[src/rsd_pkg.sv]
// ----------------------------------------------------------------------------
// rsd_pkg
// Shared types and constants of the run-length symbol decoder: decoder
// phases, status codes, the archive signature and the result record.
// ----------------------------------------------------------------------------
package rsd_pkg;

   localparam int unsigned SIG_LEN = 9;
   localparam logic [7:0] RUN_FLAG = 8'h80;
   localparam logic [7:0] RAW_CODE = 8'd128;
   localparam logic [7:0] SKIP_CODE = 8'd0;

   typedef enum logic [5:0] {
      PH_HEADER    = 6'b000001,
      PH_SIGNATURE = 6'b000010,
      PH_CODE      = 6'b000100,
      PH_SYMBOL    = 6'b001000,
      PH_RAW       = 6'b010000,
      PH_IDLE      = 6'b100000
   } phase_type;

   typedef enum logic [1:0] {
      ST_DATA     = 2'd0,
      ST_BAD_SIZE = 2'd1,
      ST_BAD_SIG  = 2'd2
   } status_type;

   typedef struct packed {
      logic [63:0] symbol_data;
      logic [3:0]  byte_count;
      logic [6:0]  repeat_count;
      status_type  status;
   } result_type;

   // "rlev.1.1" followed by a newline
   function automatic logic [7:0] sig_byte(input logic [3:0] idx);
      logic [7:0] val;
      case (idx)
         4'd0:    val = 8'h72;
         4'd1:    val = 8'h6C;
         4'd2:    val = 8'h65;
         4'd3:    val = 8'h76;
         4'd4:    val = 8'h2E;
         4'd5:    val = 8'h31;
         4'd6:    val = 8'h2E;
         4'd7:    val = 8'h31;
         4'd8:    val = 8'h0A;
         default: val = 8'h00;
      endcase
      return val;
   endfunction

endpackage

[src/rsd_core.sv]
// ----------------------------------------------------------------------------
// rsd_core
// Decoder state and the per-byte decode step. Presents the result of the
// held byte combinationally and commits the state update on step.
// ----------------------------------------------------------------------------
module rsd_core #(
   parameter int unsigned MAX_SYMBOL_BYTES = 8
) (
   input  logic                clock,
   input  logic                reset,
   input  logic                step,
   input  logic [7:0]          data_byte,
   input  logic                stream_start,
   output logic                emit,
   output rsd_pkg::result_type result
);

   localparam int unsigned IDX_W = (MAX_SYMBOL_BYTES > 1) ? $clog2(MAX_SYMBOL_BYTES) : 1;
   localparam int unsigned BUF_W = 8 * MAX_SYMBOL_BYTES;

   rsd_pkg::phase_type phase_ff, phase_in, phase_cur;
   logic [3:0]        size_ff, size_in;
   logic [3:0]        sig_idx_ff, sig_idx_in;
   logic              sig_bad_ff, sig_bad_in;
   logic [IDX_W-1:0]  byte_idx_ff, byte_idx_in;
   logic [BUF_W-1:0]  buf_ff, buf_in, buf_fill;
   logic [6:0]        run_ff, run_in;
   logic              rep_mode_ff, rep_mode_in;
   logic [3:0]        byte_cnt_next;
   logic [3:0]        sig_idx_next;
   logic              sig_bad_next;

   always_comb begin
      for (int i = 0; i < MAX_SYMBOL_BYTES; i++) begin
         buf_fill[i*8 +: 8] = (byte_idx_ff == IDX_W'(i)) ? data_byte : buf_ff[i*8 +: 8];
      end
   end

   assign byte_cnt_next = 4'(byte_idx_ff) + 4'd1;
   assign sig_idx_next  = sig_idx_ff + 4'd1;
   assign sig_bad_next  = sig_bad_ff || (data_byte != rsd_pkg::sig_byte(sig_idx_ff));

   always_comb begin
      phase_cur   = stream_start ? rsd_pkg::PH_HEADER : phase_ff;
      phase_in    = phase_cur;
      size_in     = size_ff;
      sig_idx_in  = sig_idx_ff;
      sig_bad_in  = sig_bad_ff;
      byte_idx_in = byte_idx_ff;
      buf_in      = buf_ff;
      run_in      = run_ff;
      rep_mode_in = rep_mode_ff;
      emit        = 1'b0;
      result      = '{symbol_data: 64'd0, byte_count: 4'd0, repeat_count: 7'd0,
                      status: rsd_pkg::ST_DATA};
      case (phase_cur)
         rsd_pkg::PH_HEADER: begin
            if (data_byte == 8'd0 || data_byte > 8'(MAX_SYMBOL_BYTES)) begin
               phase_in      = rsd_pkg::PH_IDLE;
               emit          = 1'b1;
               result.status = rsd_pkg::ST_BAD_SIZE;
            end else begin
               size_in    = data_byte[3:0];
               sig_idx_in = 4'd0;
               sig_bad_in = 1'b0;
               phase_in   = rsd_pkg::PH_SIGNATURE;
            end
         end
         rsd_pkg::PH_SIGNATURE: begin
            sig_idx_in = sig_idx_next;
            sig_bad_in = sig_bad_next;
            if (sig_idx_next >= 4'(rsd_pkg::SIG_LEN)) begin
               if (sig_bad_next) begin
                  phase_in      = rsd_pkg::PH_IDLE;
                  emit          = 1'b1;
                  result.status = rsd_pkg::ST_BAD_SIG;
               end else begin
                  phase_in = rsd_pkg::PH_CODE;
               end
            end
         end
         rsd_pkg::PH_CODE: begin
            if (data_byte == rsd_pkg::RAW_CODE) begin
               phase_in = rsd_pkg::PH_RAW;
            end else if (data_byte != rsd_pkg::SKIP_CODE) begin
               rep_mode_in = (data_byte & rsd_pkg::RUN_FLAG) != 8'd0;
               run_in      = data_byte[6:0];
               byte_idx_in = '0;
               buf_in      = '0;
               phase_in    = rsd_pkg::PH_SYMBOL;
            end
         end
         rsd_pkg::PH_SYMBOL: begin
            if (byte_cnt_next < size_ff) begin
               byte_idx_in = byte_idx_ff + IDX_W'(1);
               buf_in      = buf_fill;
            end else begin
               emit                = 1'b1;
               result.symbol_data  = 64'(buf_fill);
               result.byte_count   = size_ff;
               result.repeat_count = rep_mode_ff ? run_ff : 7'd1;
               buf_in              = '0;
               byte_idx_in         = '0;
               if (rep_mode_ff) begin
                  phase_in = rsd_pkg::PH_CODE;
               end else begin
                  run_in = run_ff - 7'd1;
                  if (run_ff == 7'd1) begin
                     phase_in = rsd_pkg::PH_CODE;
                  end
               end
            end
         end
         rsd_pkg::PH_RAW: begin
            emit                = 1'b1;
            result.symbol_data  = {56'd0, data_byte};
            result.byte_count   = 4'd1;
            result.repeat_count = 7'd1;
         end
         default: begin
            phase_in = phase_cur;
         end
      endcase
   end

   always_ff @(posedge clock) begin
      if (reset) begin
         phase_ff    <= rsd_pkg::PH_HEADER;
         size_ff     <= 4'd0;
         sig_idx_ff  <= 4'd0;
         sig_bad_ff  <= 1'b0;
         byte_idx_ff <= '0;
         run_ff      <= 7'd0;
         rep_mode_ff <= 1'b0;
      end else if (step) begin
         phase_ff    <= phase_in;
         size_ff     <= size_in;
         sig_idx_ff  <= sig_idx_in;
         sig_bad_ff  <= sig_bad_in;
         byte_idx_ff <= byte_idx_in;
         run_ff      <= run_in;
         rep_mode_ff <= rep_mode_in;
      end
   end

   always_ff @(posedge clock) begin
      if (step) begin
         buf_ff <= buf_in;
      end
   end

endmodule

[src/rle_symbol_decoder_unit.sv]
// ----------------------------------------------------------------------------
// rle_symbol_decoder_unit
// Run-length decoder for a byte-stream archive: header, signature check,
// run and literal codes, raw copy.
// ----------------------------------------------------------------------------
// Takes one archive byte per cycle while the request register is not
// stalled. Each request is registered, decoded by the core against the
// decoder state, and any symbol or status it produces lands in the result
// register. The single result register sets the limit under backpressure:
// while a result is stalled, bytes that produce no result still advance,
// and the first byte that would produce one holds in the request register
// until the result slot frees.
module rle_symbol_decoder_unit #(
   parameter int unsigned MAX_SYMBOL_BYTES = 8
) (
   input  logic        clock,
   input  logic        reset,
   input  logic        req_valid,
   output logic        req_stall,
   input  logic [7:0]  req_data_byte,
   input  logic        req_stream_start,
   output logic        rsp_valid,
   input  logic        rsp_stall,
   output logic [63:0] rsp_symbol_data,
   output logic [3:0]  rsp_byte_count,
   output logic [6:0]  rsp_repeat_count,
   output logic [1:0]  rsp_status
);

   logic                in_valid_ff, in_valid_in;
   logic [7:0]          in_byte_ff;
   logic                in_start_ff;
   logic                res_valid_ff, res_valid_in;
   rsd_pkg::result_type res_ff;
   rsd_pkg::result_type core_result;
   logic                core_emit;
   logic                step;
   logic                req_take;

   assign step      = in_valid_ff && (!core_emit || !res_valid_ff || !rsp_stall);
   assign req_stall = in_valid_ff && !step;
   assign req_take  = req_valid && !req_stall;

   always_comb begin
      in_valid_in = in_valid_ff;
      if (req_take) begin
         in_valid_in = 1'b1;
      end else if (step) begin
         in_valid_in = 1'b0;
      end
      res_valid_in = res_valid_ff;
      if (step && core_emit) begin
         res_valid_in = 1'b1;
      end else if (!rsp_stall) begin
         res_valid_in = 1'b0;
      end
   end

   rsd_core #(
      .MAX_SYMBOL_BYTES(MAX_SYMBOL_BYTES)
   ) u_core (
      .clock       (clock),
      .reset       (reset),
      .step        (step),
      .data_byte   (in_byte_ff),
      .stream_start(in_start_ff),
      .emit        (core_emit),
      .result      (core_result)
   );

   always_ff @(posedge clock) begin
      if (reset) begin
         in_valid_ff  <= 1'b0;
         res_valid_ff <= 1'b0;
      end else begin
         in_valid_ff  <= in_valid_in;
         res_valid_ff <= res_valid_in;
      end
   end

   always_ff @(posedge clock) begin
      if (req_take) begin
         in_byte_ff  <= req_data_byte;
         in_start_ff <= req_stream_start;
      end
      if (step && core_emit) begin
         res_ff <= core_result;
      end
   end

   assign rsp_valid        = res_valid_ff;
   assign rsp_symbol_data  = res_ff.symbol_data;
   assign rsp_byte_count   = res_ff.byte_count;
   assign rsp_repeat_count = res_ff.repeat_count;
   assign rsp_status       = res_ff.status;

endmodule

[config.mk]
export PLATFORM = sky130hd
export DESIGN_NAME = rle_symbol_decoder_unit
export DESIGN_NICKNAME = d
export VERILOG_FILES = /design/src/rsd_pkg.sv /design/src/rsd_core.sv /design/src/rle_symbol_decoder_unit.sv
export SDC_FILE = /design/constraint.sdc
export NUM_CORES = 1
export LEC_CHECK = 0
export ABC_AREA = 0
export BUFFER_PORTS_ARGS = -buffer_cell sky130_fd_sc_hd__buf_2
export CAP_MARGIN = 0
export CORE_UTILIZATION = 53
export DETAILED_ROUTE_END_ITERATION = 8
export PLACE_DENSITY = 0.75
export SKIP_CTS_REPAIR_TIMING = 1
export SYNTH_ARGS = -nofsm -noshare
export SYNTH_HDL_FRONTEND = slang
export SYNTH_SLANG_ARGS = --single-unit
[constraint.sdc]
create_clock -name clock -period 4.6 [get_ports clock]
set_input_delay 0.69 -clock clock [delete_from_list [all_inputs] [get_ports clock]]
set_output_delay 0.69 -clock clock [all_outputs]
set_load 0.005 [all_outputs]
==> results by group <==
Outcome
  – Status: finished with violations
  – Failing checks: design-rule violations

Synth
  – Post-synth top cells: edfxtp_1 (150), nor2_1 (150), mux2i_1 (58)
  – Post-Syn Area: 8070 um^2
  – Cell variety after synth: 63
  – Post-synth ARST share: 0%
  – Synthesized netlist cell count: 668
  – Syn avg cell area: 12.1 um^2
  – Largest cells by area after synthesis: edfxtp_1 (56%), dfxtp_1 (8.7%), mux2i_1 (7.2%), nor2_1 (7.0%), nand2_1 (2.5%)
  – Syn Nets: 694
  – #FFs+latches synth: 185
  – Top cell type by total area after synthesis: edfxtp_1
  – Number of enable flip-flop cells after synthesis: 150
  – Yosys Warn Count: 0
  – Top-area cell type share of the netlist area: 55.8%
  – Most common flop cell mapped by yosys: edfxtp_1
  – Seq/Total Area, Yosys: 64.5%

Drt
  – Total number of vias: 5446
  – Vias per Instance: 5.77
  – DR DRC count: 6
  – Antenna Violating Nets Remaining: 0
  – WL final: 16.9 mm
  – Initial DRC Count: 459
  – DR pass1 iterations: 9
  – DR WL/cell: 17.9 um

Placed design
  – Placer's final routability congestion estimate: 0.865
  – Port Buffers: 91
  – DPL Wire Length: 11.0 mm
  – Placed insts: 912
  – Placed Area: 8690 um^2
  – Pre-CTS setup slack: 758 ps

Timing
  – Unrepaired setup endpoints after global routing: false
  – Final hold vios: 0
  – Slew @ Worst Pin: 1220 ps
  – Setup WS post-layout: 686 ps
  – Clk_skew: 6.42 ps
  – Slew HR: 18.1%
  – Setup TNS: 0 ps
  – Highest Clock Rate: 255 MHz
  – Slew Viols, Final: 0
  – Final setup viols: 0
  – Tcrit/Tclk final: 85.1%
  – Minimum clock period: 3910 ps
  – WHS: 431 ps

Worst setup path
  – Worst Path Arrival: 4230 ps
  – Worst-path maximum fanout: 15
  – Critical path endpoint category: flip-flop
  – Type of origin of the critical path: flip-flop
  – FF-to-FF setup slack: 690 ps
  – R2R depth: 12
  – Worst setup path class: flip-flop to flip-flop
  – Worst r2r src: u_core.byte_idx_ff[2]$_SDFFE_PP0P_
  – Critical Path RT: 4920 ps

Finish
  – N_diodes: 0
  – Finished Cell Area: 9260 um^2
  – Nets@finish: 773
  – Fin cells: 944
  – Share of cells above drive strength 1: 19.5%
  – P&R area growth vs syn: 14.7%

Floorplan
  – Row count: 44
  – Die Span Y: 125 um
  – Die W: 125 um
  – Starting Density: 54.9%
  – Die area: 15700 um^2
  – Core Region: 14700 um^2
  – Io pins: 92

Clock tree
  – TritonCTS Buffers: 17
  – Clk_lat worst skew: 430 ps
  – Reg clk slew, reported paths: 70 ps
  – TritonCTS Sinks: 185
  – CTS tree: yes
  – Clk buf depth: 2
  – H-tree depth: 4
  – Root buffer cell: clkbuf_16

Pwr
  – Peak supply drop: 0.289 mV
  – P_int: 0.00266 W
  – Clk pwr share: 41.0%
  – Pleak: 3.59 nW
  – Pwr/cell area: 368 nW/um^2
  – Sw Ratio: 22.1%
  – Part of the power in registers: 55.4%
  – Logic pwr share: 3.7%
  – Net Sw Power: 0.000753 W

Global routing
  – Initial antenna violation count: 0
  – First-pass GRT wire length: 27.3 mm
  – Largest net degree at the start of global routing: 67
  – GRT Residual Overflow: 0
  – Vias in the first global route: 5414
  – Overall routing resource usage: 22.7%

Job
  – Max-Cap Viols: 0

Worst hold path
  – Endpoint, Worst Hold: in_byte_ff[0]$_DFFE_PP_
  – Worst Hold Class: input pin to flip-flop
  – Min-delay src: req_data_byte[0]
  – Hold Crit Depth: 1
[final cells by class]
| type | count | area (um^2) |
|---|---|---|
| clock inverter | 14 | 138 |
| tap | 184 | 230 |
| sequential | 185 | 5200 |
| fill | 1117 | 5440 |
| multi-input combinational | 431 | 2680 |
| clock buffer | 18 | 429 |
| timing repair buffer | 95 | 510 |
| inverter | 17 | 63.8 |
[layout by cell type (no fill, tap or decap), types with 3 or more instances in the layout]
cell	synthesis	final
nor2_1	150	150
edfxtp_1	150	150
buf_2	1	91
mux2i_1	58	58
nand2_1	53	52
dfxtp_1	35	35
a21oi_1	31	31
clkbuf_16	0	17
inv_1	16	16
o21ai_0	13	13
ha_1	13	13
nand3_1	10	10
and3_1	10	10
a22o_1	9	9
nor3_1	6	6
xor2_1	5	5
a22oi_1	5	5
o21ai_1	4	4
inv_6	0	4
o31ai_1	3	3
nor4_4	3	3
a31oi_1	3	3
nand2b_1	4	3
xnor2_1	3	3
nor2b_1	3	3
nor4_1	3	3
clkinvlp_4	0	3
[worst max-delay path: stages (launching register included)]
cell	delay [ps]
dfxtp_1	410
clkinv_1	190
ha_1	340
inv_1	50
ha_1	190
or3_4	400
o22ai_4	260
o211ai_2	170
o31ai_4	530
o21ai_1	350
a22o_4	340
o31a_2	340
o221a_1	230
[per-layer routing]
metal  vias up  wire (um)  part of all wire (%)  GRT usage [%]
li1       2559          -                     -              -
met1      2623       7250                    43           29.8
met2       220       8040                    48           36.1
met3        44       1160                   6.9           5.31
met4         0        450                   2.7           10.3
met5         -          0                     0              0
[kinds of logic after synthesis]
logic type / Yosys count / synth area share, %
AOI/OAI and AO/OA: 95 / 8.55
xor gates and xnor gates: 8 / 0.868
adders and majority gates: 13 / 2.01
buffers and inverters: 52 / 2.43
DFF: 185 / 64.5
muxes: 58 / 7.19
and+or+nand+nor: 257 / 14.5
[power groups by stage]
stage	clock [W]	sequential, W	combinational, W
2_1_floorplan	0	0.00191	0.0000651
3_3_place_gp	0	0.00192	0.000123
3_5_place_dp	0	0.00192	0.000126
4_1_cts	0.00142	0.00189	0.000126
5_1_grt	0.00149	0.00189	0.000137
6_report	0.00140	0.00189	0.000125
[state kept, by name, summed over array words and instances (netlist names), named ones only]
signal              count
rsp_symbol_data        64
u_core.buf_ff          64
in_byte_ff              8
rsp_repeat_count        7
u_core.run_ff           7
u_core.phase_ff         6
rsp_byte_count          4
u_core.sig_idx_ff       4
u_core.size_ff          4
u_core.byte_idx_ff      3
rsp_status              2
in_start_ff             1
in_valid_ff             1
rsp_valid               1
u_core.rep_mode_ff      1
u_core.sig_bad_ff       1
[stage by stage]
step / total power, W / util [%]
after floorplan: 0.00198 / -
after global placement: 0.00205 / 59.1
after detailed placement: 0.00205 / 59.1
after CTS: 0.00343 / 63.0
after global routing: 0.00352 / 63.0
final: 0.00341 / 63.0
[worst max path at each step]
stage | start | to | slack [ps] | depth (start not counted)
after floorplan | u_core.byte_idx_ff[2]$_SDFFE_PP0P_ | rsp_byte_count[0]$_DFFE_PP_ | 690 | 11
after global placement | u_core.byte_idx_ff[2]$_SDFFE_PP0P_ | flip-flop | 930 | 12
after detailed placement | u_core.byte_idx_ff[2]$_SDFFE_PP0P_ | flip-flop | 760 | 12
after CTS | u_core.byte_idx_ff[2]$_SDFFE_PP0P_ | flip-flop | 740 | 12
after global routing | u_core.byte_idx_ff[2]$_SDFFE_PP0P_ | u_core.run_ff[0]$_SDFFE_PP0P_ | 440 | 12
final | u_core.byte_idx_ff[2]$_SDFFE_PP0P_ | flip-flop | 690 | 12
Note: power is estimated with default switching activity, not from simulation.
